**config.mk**
```make
export PLATFORM = sky130hd
export DESIGN_NAME = event_record_word_decoder_flat
export DESIGN_NICKNAME = d
export VERILOG_FILES = /design/src/erwd_pkg.sv /design/src/erwd_word_if.sv /design/src/erwd_result_if.sv /design/src/erwd_min_mod.sv /design/src/erwd_parser.sv /design/src/event_record_word_decoder.sv /design/src/flat_wrapper.sv
export SDC_FILE = /design/constraint.sdc
export NUM_CORES = 1
export LEC_CHECK = 0
export ABC_CLOCK_PERIOD_IN_PS = 10800
export BUFFER_PORTS_ARGS = -buffer_cell sky130_fd_sc_hd__buf_2
export CAP_MARGIN = 20
export CORE_MARGIN = 2
export CORE_UTILIZATION = 50
export CTS_CLUSTER_DIAMETER = 120
export DETAILED_ROUTE_END_ITERATION = 7
export GPL_ROUTABILITY_DRIVEN = 0
export PLACE_DENSITY = 0.72
export SKIP_LAST_GASP = 1
export SYNTH_ARGS = -nofsm -noshare
export SYNTH_HDL_FRONTEND = slang
export SYNTH_HIERARCHICAL = 1
export SYNTH_SLANG_ARGS = --single-unit
```
**constraint.sdc**
```tcl
create_clock -name clk -period 10.8 [get_ports clk]
set_input_delay 0 -clock clk [delete_from_list [all_inputs] [get_ports clk]]
set_output_delay 0 -clock clk [all_outputs]
set_load 0.02 [all_outputs]
```
**src/erwd_pkg.sv**
```systemverilog
package erwd_pkg;

  typedef enum logic [2:0] {
    PH_BIRTH,
    PH_COUNT,
    PH_GROUP,
    PH_DAYS,
    PH_MINS,
    PH_CODE,
    PH_VALUE,
    PH_TRAIL
  } phase_t;

  localparam logic [12:0] MINUTES_PER_DAY = 13'd1440;
  localparam logic [12:0] TWO_DAYS_MINUTES = 13'd2880;
  // 2^32 mod 1440 is 256, so a wrapped sum is corrected by adding 1440 - 256.
  localparam logic [12:0] WRAP_FIX = 13'd1184;

  localparam logic [1:0] CK_NONE     = 2'd0;
  localparam logic [1:0] CK_TEXT     = 2'd1;
  localparam logic [1:0] CK_INT      = 2'd2;
  localparam logic [1:0] CK_NUM_TEXT = 2'd3;

  localparam logic [2:0] VK_NONE     = 3'd0;
  localparam logic [2:0] VK_UNIQUE   = 3'd1;
  localparam logic [2:0] VK_SHARED   = 3'd2;
  localparam logic [2:0] VK_INT      = 3'd3;
  localparam logic [2:0] VK_NUM_TEXT = 3'd4;

  typedef struct packed {
    logic [31:0] data_word;
    logic        end_of_record;
    logic [10:0] word_mod;
  } word_t;

  typedef struct packed {
    logic        event_present;
    logic [31:0] birth_days;
    logic [31:0] age_days;
    logic [10:0] minute_of_day;
    logic [29:0] event_code;
    logic [2:0]  value_kind;
    logic [31:0] value_word;
    logic        record_done;
    logic        format_error;
  } result_t;

endpackage

```
**src/erwd_word_if.sv**
```systemverilog
interface erwd_word_if;
  logic        valid;
  logic        ready;
  logic [31:0] data_word;
  logic        end_of_record;

  modport source (output valid, output data_word, output end_of_record, input ready);
  modport sink (input valid, input data_word, input end_of_record, output ready);
endinterface

```
**src/erwd_result_if.sv**
```systemverilog
interface erwd_result_if;
  logic        valid;
  logic        ready;
  logic        event_present;
  logic [31:0] birth_days;
  logic [31:0] age_days;
  logic [10:0] minute_of_day;
  logic [29:0] event_code;
  logic [2:0]  value_kind;
  logic [31:0] value_word;
  logic        record_done;
  logic        format_error;

  modport source (
    output valid, output event_present, output birth_days, output age_days,
    output minute_of_day, output event_code, output value_kind, output value_word,
    output record_done, output format_error, input ready
  );
  modport sink (
    input valid, input event_present, input birth_days, input age_days,
    input minute_of_day, input event_code, input value_kind, input value_word,
    input record_done, input format_error, output ready
  );
endinterface

```
**src/erwd_min_mod.sv**
```systemverilog
module erwd_min_mod import erwd_pkg::*; (
  input  logic [31:0] data_word,
  output logic [10:0] word_mod
);

  logic [26:0] upper;
  logic [13:0] fold1;
  logic [12:0] fold2;
  logic [23:0] prod;
  logic [6:0]  quot;
  logic [12:0] quot45;
  logic [12:0] rem0;
  logic [5:0]  rem45;

  // 1440 is 32 * 45, and 4096 is 1 modulo 45, so the upper bits fold in 12-bit chunks.
  always_comb begin
    upper  = data_word[31:5];
    fold1  = 14'(upper[11:0]) + 14'(upper[23:12]) + 14'(upper[26:24]);
    fold2  = 13'(fold1[11:0]) + 13'(fold1[13:12]);
    prod   = 24'(fold2) * 24'd1456;
    quot   = prod[22:16];
    quot45 = 13'(quot) * 13'd45;
    rem0   = fold2 - quot45;
    if (rem0 >= 13'd45) begin
      rem45 = 6'(rem0 - 13'd45);
    end else begin
      rem45 = rem0[5:0];
    end
    word_mod = {rem45, data_word[4:0]};
  end

endmodule

```
**src/erwd_parser.sv**
```systemverilog
module erwd_parser import erwd_pkg::*; (
  input  logic    clk,
  input  logic    rst,
  input  logic    step,
  input  word_t   item,
  output logic    emit,
  output result_t result
);

  phase_t      phase, phase_next;
  logic [31:0] events_remaining, events_remaining_next;
  logic [31:0] same_time_remaining, same_time_remaining_next;
  logic [31:0] running_age, running_age_next;
  logic [10:0] running_minutes, running_minutes_next;
  logic [31:0] held_birth_days, held_birth_days_next;
  logic [29:0] held_code, held_code_next;
  logic [1:0]  held_kind, held_kind_next;

  logic        finished;
  logic        extra;
  logic [2:0]  kind_out;
  logic [31:0] val_out;
  logic [29:0] code_now;
  logic [32:0] wide_sum;
  logic [12:0] min_sum0;
  logic [12:0] min_sum1;
  logic [10:0] min_sum;

  always_comb begin
    wide_sum = {1'b0, 21'd0, running_minutes} + {1'b0, item.data_word};
    min_sum0 = 13'(running_minutes) + 13'(item.word_mod);
    min_sum1 = wide_sum[32] ? (min_sum0 + WRAP_FIX) : min_sum0;
    if (min_sum1 >= TWO_DAYS_MINUTES) begin
      min_sum = 11'(min_sum1 - TWO_DAYS_MINUTES);
    end else if (min_sum1 >= MINUTES_PER_DAY) begin
      min_sum = 11'(min_sum1 - MINUTES_PER_DAY);
    end else begin
      min_sum = min_sum1[10:0];
    end
  end

  always_comb begin
    phase_next               = phase;
    events_remaining_next    = events_remaining;
    same_time_remaining_next = same_time_remaining;
    running_age_next         = running_age;
    running_minutes_next     = running_minutes;
    held_birth_days_next     = held_birth_days;
    held_code_next           = held_code;
    held_kind_next           = held_kind;
    finished                 = 1'b0;
    extra                    = 1'b0;
    kind_out                 = VK_NONE;
    val_out                  = 32'd0;
    code_now                 = held_code;

    case (phase)
      PH_BIRTH: begin
        held_birth_days_next = item.data_word;
        phase_next           = PH_COUNT;
      end
      PH_COUNT: begin
        events_remaining_next    = item.data_word;
        same_time_remaining_next = 32'd0;
        running_age_next         = 32'd0;
        running_minutes_next     = 11'd0;
        phase_next               = (item.data_word == 32'd0) ? PH_TRAIL : PH_GROUP;
      end
      PH_GROUP: begin
        same_time_remaining_next = item.data_word;
        phase_next               = PH_DAYS;
      end
      PH_DAYS: begin
        running_age_next = running_age + item.data_word;
        phase_next       = PH_MINS;
      end
      PH_MINS: begin
        running_minutes_next = min_sum;
        phase_next           = PH_CODE;
      end
      PH_CODE: begin
        held_code_next = item.data_word[31:2];
        held_kind_next = item.data_word[1:0];
        code_now       = item.data_word[31:2];
        if (item.data_word[1:0] == CK_NONE) begin
          finished = 1'b1;
        end else begin
          phase_next = PH_VALUE;
        end
      end
      PH_VALUE: begin
        case (held_kind)
          CK_TEXT: begin
            kind_out = item.data_word[0] ? VK_SHARED : VK_UNIQUE;
            val_out  = {1'b0, item.data_word[31:1]};
          end
          CK_INT: begin
            kind_out = VK_INT;
            val_out  = item.data_word;
          end
          CK_NUM_TEXT: begin
            kind_out = VK_NUM_TEXT;
            val_out  = item.data_word;
          end
          default: begin
            kind_out = VK_NONE;
            val_out  = 32'd0;
          end
        endcase
        finished = 1'b1;
      end
      default: begin
        extra = 1'b1;
      end
    endcase

    if (finished) begin
      events_remaining_next = events_remaining - 32'd1;
      if (events_remaining_next == 32'd0) begin
        phase_next = PH_TRAIL;
      end else if (same_time_remaining == 32'd0) begin
        phase_next = PH_GROUP;
      end else begin
        same_time_remaining_next = same_time_remaining - 32'd1;
        phase_next               = PH_CODE;
      end
    end

    emit                 = finished || item.end_of_record;
    result.event_present = finished;
    result.birth_days    = finished ? held_birth_days : 32'd0;
    result.age_days      = finished ? running_age : 32'd0;
    result.minute_of_day = finished ? running_minutes : 11'd0;
    result.event_code    = finished ? code_now : 30'd0;
    result.value_kind    = kind_out;
    result.value_word    = val_out;
    result.record_done   = item.end_of_record;
    result.format_error  = item.end_of_record && !((phase_next == PH_TRAIL) && !extra);
  end

  always_ff @(posedge clk) begin
    if (rst || (step && item.end_of_record)) begin
      phase               <= PH_BIRTH;
      events_remaining    <= 32'd0;
      same_time_remaining <= 32'd0;
      running_age         <= 32'd0;
      running_minutes     <= 11'd0;
      held_birth_days     <= 32'd0;
      held_code           <= 30'd0;
      held_kind           <= CK_NONE;
    end else if (step) begin
      phase               <= phase_next;
      events_remaining    <= events_remaining_next;
      same_time_remaining <= same_time_remaining_next;
      running_age         <= running_age_next;
      running_minutes     <= running_minutes_next;
      held_birth_days     <= held_birth_days_next;
      held_code           <= held_code_next;
      held_kind           <= held_kind_next;
    end
  end

endmodule

```
**src/event_record_word_decoder.sv**
```systemverilog
// Event record word decoder.
// The words channel takes one 32-bit word of a serialised event record per
// item, with end_of_record set on the last word of the record. The events
// channel gives one item for each finished event and one for the ending word
// of a record; an ending word that also finishes an event gives a single item.
// Words that cause no result are consumed silently.
// Every word goes into an input register, is decoded by one pass of logic and
// its result, if any, lands in an output register. A word can be accepted in
// every cycle while the receiver does not stall; the decode pass, with its
// modulo-1440 minute update, sets that figure.
// When the receiver stalls, the held result waits in the output register and
// the input register still fills, so the words channel stops only after one
// further word. Synchronous reset empties both registers and returns the
// parser to expect the birth-day word of a new record; every ending word does
// the same to the parser state.
module event_record_word_decoder import erwd_pkg::*; (
  input logic          clk,
  input logic          rst,
  erwd_word_if.sink    words,
  erwd_result_if.source events
);

  word_t       in_word;
  logic [10:0] word_mod;
  word_t       s1_item;
  logic        s1_valid;
  logic        advance;
  logic        step;
  logic        emit;
  result_t     res;
  result_t     out_res;
  logic        out_valid;

  erwd_min_mod u_min_mod (
    .data_word (words.data_word),
    .word_mod  (word_mod)
  );

  assign in_word = {words.data_word, words.end_of_record, word_mod};

  assign advance     = !out_valid || events.ready;
  assign step        = s1_valid && advance;
  assign words.ready = !s1_valid || advance;

  always_ff @(posedge clk) begin
    if (rst) begin
      s1_valid <= 1'b0;
    end else if (words.ready) begin
      s1_valid <= words.valid;
    end
  end

  always_ff @(posedge clk) begin
    if (words.valid && words.ready) begin
      s1_item <= in_word;
    end
  end

  erwd_parser u_parser (
    .clk    (clk),
    .rst    (rst),
    .step   (step),
    .item   (s1_item),
    .emit   (emit),
    .result (res)
  );

  always_ff @(posedge clk) begin
    if (rst) begin
      out_valid <= 1'b0;
    end else if (advance) begin
      out_valid <= step && emit;
    end
  end

  always_ff @(posedge clk) begin
    if (advance && step && emit) begin
      out_res <= res;
    end
  end

  assign events.valid         = out_valid;
  assign events.event_present = out_res.event_present;
  assign events.birth_days    = out_res.birth_days;
  assign events.age_days      = out_res.age_days;
  assign events.minute_of_day = out_res.minute_of_day;
  assign events.event_code    = out_res.event_code;
  assign events.value_kind    = out_res.value_kind;
  assign events.value_word    = out_res.value_word;
  assign events.record_done   = out_res.record_done;
  assign events.format_error  = out_res.format_error;

endmodule
```
**src/flat_wrapper.sv**
```systemverilog
// flat-port wrapper written by rule: the top's interface ports become plain ports
module event_record_word_decoder_flat import erwd_pkg::*;
  (clk, rst, words_valid, words_data_word, words_end_of_record, words_ready, events_valid, events_event_present, events_birth_days, events_age_days, events_minute_of_day, events_event_code, events_value_kind, events_value_word, events_record_done, events_format_error, events_ready);
  erwd_word_if words_i ();
  erwd_result_if events_i ();
  input logic clk;
  input logic rst;
  input wire logic [$bits(words_i.valid)-1:0] words_valid;
  input wire logic [$bits(words_i.data_word)-1:0] words_data_word;
  input wire logic [$bits(words_i.end_of_record)-1:0] words_end_of_record;
  output wire logic [$bits(words_i.ready)-1:0] words_ready;
  output wire logic [$bits(events_i.valid)-1:0] events_valid;
  output wire logic [$bits(events_i.event_present)-1:0] events_event_present;
  output wire logic [$bits(events_i.birth_days)-1:0] events_birth_days;
  output wire logic [$bits(events_i.age_days)-1:0] events_age_days;
  output wire logic [$bits(events_i.minute_of_day)-1:0] events_minute_of_day;
  output wire logic [$bits(events_i.event_code)-1:0] events_event_code;
  output wire logic [$bits(events_i.value_kind)-1:0] events_value_kind;
  output wire logic [$bits(events_i.value_word)-1:0] events_value_word;
  output wire logic [$bits(events_i.record_done)-1:0] events_record_done;
  output wire logic [$bits(events_i.format_error)-1:0] events_format_error;
  input wire logic [$bits(events_i.ready)-1:0] events_ready;
  assign words_i.valid = words_valid;
  assign words_i.data_word = words_data_word;
  assign words_i.end_of_record = words_end_of_record;
  assign words_ready = words_i.ready;
  assign events_valid = events_i.valid;
  assign events_event_present = events_i.event_present;
  assign events_birth_days = events_i.birth_days;
  assign events_age_days = events_i.age_days;
  assign events_minute_of_day = events_i.minute_of_day;
  assign events_event_code = events_i.event_code;
  assign events_value_kind = events_i.value_kind;
  assign events_value_word = events_i.value_word;
  assign events_record_done = events_i.record_done;
  assign events_format_error = events_i.format_error;
  assign events_i.ready = events_ready;
  event_record_word_decoder u_core (.clk(clk), .rst(rst), .words(words_i), .events(events_i));
endmodule
```
==> run summary <==
The startpoint identified for the worst register-to-register timing path is u_core/s1_item[26]. TritonCTS built the clock tree. The number of antenna diodes in the final layout is 0. Across all setup checks in the final design, the least slack found is -0.04647 ns.

From synthesis to final layout, the design area changed by 19.63%. The final reports fail on setup timing. After synthesis, flip-flops and latches occupy 41.09% of the total area.

Summed over all nets, the half-perimeter wirelength after detailed placement is 43300 µm. Setup repair after global routing could not meet its margin everywhere. The critical hold path startpoint is words_end_of_record. Pin placement for this block handled 182 I/O pins. The width of the die is 214.9 µm. The hold violation total from the final report came out at 0. The slew at the pin closest to its max-slew limit came out at 1.180 ns.

STA classifies the critical path startpoint as a primary input. The total instance count after detailed placement is 3101. The final period demand of the worst path came out at 10.85 ns. The average instance area after synthesis is 9.357 µm². The count of nets left with antenna violations after detail routing is 0. The clock edge transition at the registers on the reported setup and hold paths came out at 0.06 ns.

Summed over all layers, the global routing overflow is 0. The cell with the largest stage delay on the worst path is sky130_fd_sc_hd__fa_1. The TritonCTS sink count came out at 363.

Summed over all nets, wire length on met2 after detailed routing comes to 30620 µm. The length of the first detailed-routing pass in iterations is 6. The final core area utilization came out at 60.43%. The number of DRC violations after detailed-routing iteration 0 came out at 2078. Data on the critical path arrives at its endpoint at 11.13 ns.

The maximum fanout along the worst path came out at 3. The run finished, with violations left. The synthesized netlist net count came out at 2618. The total number of nets in the final design is 2847. Counting every instance in the synthesized netlist gives 2377. In this run the tool buffered the top-level ports with 181 buffer cells.

The routed length on met1 is 25950 µm. The wire length of the first global-routing pass came out at 99530 µm. The slack of the worst reg-to-reg path is 6.06 ns. The launch point of the worst path is words_data_word[7]. The fraction of registers with async set/reset is 0%. The number of buffers created by CTS is 38. The final routed wirelength across all metal layers came out at 64530 µm. The number of warnings issued by yosys came out at 6. The synthesized flop and latch total is 363. The synthesized design spends more area on one cell type than any other, namely sky130_fd_sc_hd__edfxtp_1.

In this run the critical register-to-register path is captured at u_core/u_parser/running_minutes[8]. The count of unresolved DRC violations after routing came out at 0. The largest net degree at the start of global routing came out at 86. The number of instances on the worst hold path came out at 2. The post-route worst hold slack came out at 0.1825 ns. The setup skew after layout came out at 0.01657 ns.

The longest clock path from root to sink contains 3 buffers. The floorplan die area is 46190 µm². In this run the tightest slew margin relative to its limit is 21.04%. The number of cell instances on the worst register-to-register path is 13. By area the synthesized netlist is led by sky130_fd_sc_hd__edfxtp_1 (25%), sky130_fd_sc_hd__dfxtp_1 (16%), sky130_fd_sc_hd__ha_1 (8.9%), sky130_fd_sc_hd__nand2_1 (4.8%), sky130_fd_sc_hd__a21oi_1 (4.5%).

The classification of the worst-slack hold path is in2reg. The worst path uses 100.4% of the clock period. The area share of the largest cell type after synthesis came out at 25.25%. The most used flip-flop cell after synthesis is sky130_fd_sc_hd__edfxtp_1. The number of antenna violations at the first check in global routing was 0. CTS placed an instance of sky130_fd_sc_hd__clkbuf_16 at the clock tree root.

In the final routed layout, each cell accounts on average for 20.00 µm. After the flow finishes, the layout carries non-filler instances totaling 3227. In the final layout, the share of cells above drive strength 1 is 18.98%.

Yosys mapped a number of flops with a built-in enable equal to 187. The routed via count came out at 19.41k. Before CTS, the worst setup slack after placement is -0.6573 ns.

The netlist area before placement came out at 22240 µm². The number of levels the H-tree was split into came out at 2. The number of filler cells placed in the layout came out at 3587.

The clock latency reported for the late side of the worst-skew pair came out at 0.54 ns. The via count of the first global-routing pass is 18.60k. The data required time at the worst endpoint is 11.08 ns. The count of final max-slew check failures was 0. The initial standard-cell utilization of the core is 50.52%. The critical path class is in2reg. The via density per instance is 6.015. The length of routed met3 wiring is 5005 µm. The area of the placeable core came out at 44030 µm². In the post-synthesis netlist, the cell with the most instances is sky130_fd_sc_hd__nand2_1.

The number of rows created at floorplan is 77. The vertical extent of the die is 214.9 µm. The worst setup path is captured at a flop. The max-capacitance violation count is 0. The number of distinct library cells after synthesis is 97. In this run the top signal layer used is met4. On the worst path, the slowest cell contributes a delay of 0.57 ns. Timing would allow up to 92.20 MHz. In the synthesized netlist, the cells that appear most often are sky130_fd_sc_hd__nand2_1 (287), sky130_fd_sc_hd__a21oi_1 (199), sky130_fd_sc_hd__edfxtp_1 (187), sky130_fd_sc_hd__dfxtp_1 (176), sky130_fd_sc_hd__ha_1 (159). Setup violations remaining at the end of the flow were counted as 2. The total global-route track usage came out at 26.72%.

For hold timing, the worst endpoint is u_core/s1_item[11].
==> critical path: cells and delay by family <==
family	cells	cell delay (ns)
buf+inv	9	0.58
simple gates	9	1.99
xor+xnor	4	0.43
mux	1	0.29
compound gates	15	2.78
fa+ha+maj	14	5.04
==> worst max path at each step <==
stage                              endpoint  slack, ns  depth (start not counted)
after floorplan           u_core/s1_item[6]       0.01                         46
after global routing      u_core/s1_item[6]      -0.36                         52
final                     u_core/s1_item[6]      -0.05                         52
after global placement    u_core/s1_item[6]      -0.29                         49
after CTS                 u_core/s1_item[9]      0.005                         48
after detailed placement  u_core/s1_item[9]      -0.66                         49
==> sequential cells by signal (all words and copies together), names as in the netlist, 30 cells and up <==
signal,cells
u_core/events.birth_days,32
u_core/u_parser/same_time_remaining,32
u_core/s1_item,44
u_core/events.event_code,30
u_core/u_parser/held_birth_days,32
u_core/events.age_days,32
u_core/u_parser/held_code,30
u_core/events.value_word,32
u_core/u_parser/running_age,32
u_core/u_parser/events_remaining,32
==> metrics by stage <==
| step | area, µm² | TNS, ns |
|---|---|---|
| after floorplan | 22450 | 0 |
| after global placement | 24290 | -1.589 |
| after detailed placement | 24320 | -3.750 |
| after CTS | 25960 | 0 |
| after global routing | 26610 | -1.835 |
| final | 26610 | -0.05716 |
==> repair_timing <==
action | 4_1_cts | 5_1_grt
setup buffers | 0 | 16
setup endpoints to repair | 6 | 6
endpoints found under the hold margin | 41 | 0
pin swaps | 5 | 76
resized for setup | 5 | 92
hold buffers | 38 | 0
==> kinds of logic after synthesis <==
group                      Yosys count  synth area share, %
and+or+nand+nor                    800                17.82
AOI/OAI and AO/OA                  611                18.12
DFF                                363                41.09
buffers and inverters              279                5.035
adders and majority gates          204                12.99
xor gates and xnor gates            98                3.926
muxes                               22                1.018
==> layout by cell type, fill, tap and decap left out, types with 10 or more instances in the layout <==
cell	instances
sky130_fd_sc_hd__or3_1	17
sky130_fd_sc_hd__a21oi_1	191
sky130_fd_sc_hd__xor2_1	35
sky130_fd_sc_hd__a31oi_1	11
sky130_fd_sc_hd__nand2_1	286
sky130_fd_sc_hd__a21o_1	34
sky130_fd_sc_hd__nand2b_1	24
sky130_fd_sc_hd__dfxtp_1	176
sky130_fd_sc_hd__and3_1	17
sky130_fd_sc_hd__buf_4	118
sky130_fd_sc_hd__ha_1	136
sky130_fd_sc_hd__nor2b_1	11
sky130_fd_sc_hd__mux2i_1	20
sky130_fd_sc_hd__dlygate4sd3_1	38
sky130_fd_sc_hd__nor4_1	30
sky130_fd_sc_hd__inv_2	19
sky130_fd_sc_hd__fa_1	39
sky130_fd_sc_hd__buf_2	177
sky130_fd_sc_hd__o21ai_0	96
sky130_fd_sc_hd__nand4_1	19
sky130_fd_sc_hd__a211oi_1	21
sky130_fd_sc_hd__a32o_1	12
sky130_fd_sc_hd__o21a_1	11
sky130_fd_sc_hd__nor2_1	123
sky130_fd_sc_hd__o21ai_1	15
sky130_fd_sc_hd__nand3_1	54
sky130_fd_sc_hd__edfxtp_1	187
sky130_fd_sc_hd__ha_4	17
sky130_fd_sc_hd__clkbuf_16	40
sky130_fd_sc_hd__a221oi_1	32
sky130_fd_sc_hd__a22o_1	47
sky130_fd_sc_hd__clkbuf_1	10
sky130_fd_sc_hd__inv_1	103
sky130_fd_sc_hd__nor3_1	58
sky130_fd_sc_hd__and2_1	90
sky130_fd_sc_hd__xnor2_1	48
sky130_fd_sc_hd__a22oi_1	31
==> per-layer routing <==
layer  track usage, %  vias to the layer above
li1                 -                     9014
met1            34.54                     9318
met2            44.55                      879
met3            3.977                      198
met4            11.81                        0
met5                0                        -
==> layout make-up <==
cell class	instances	area [µm²]	area share, %
Sequential cell	363	9139	34.35
Clock buffer	53	1067	4.011
Multi-Input combinational cell	1735	12700	47.72
Timing Repair Buffer	344	2332	8.765
Inverter	124	467.9	1.759
Clock inverter	16	163.9	0.6160
Tap cell	592	740.7	2.784
Power is not shown: default switching activity piles up to over one toggle a cycle in this logic, so the estimate is an artifact.
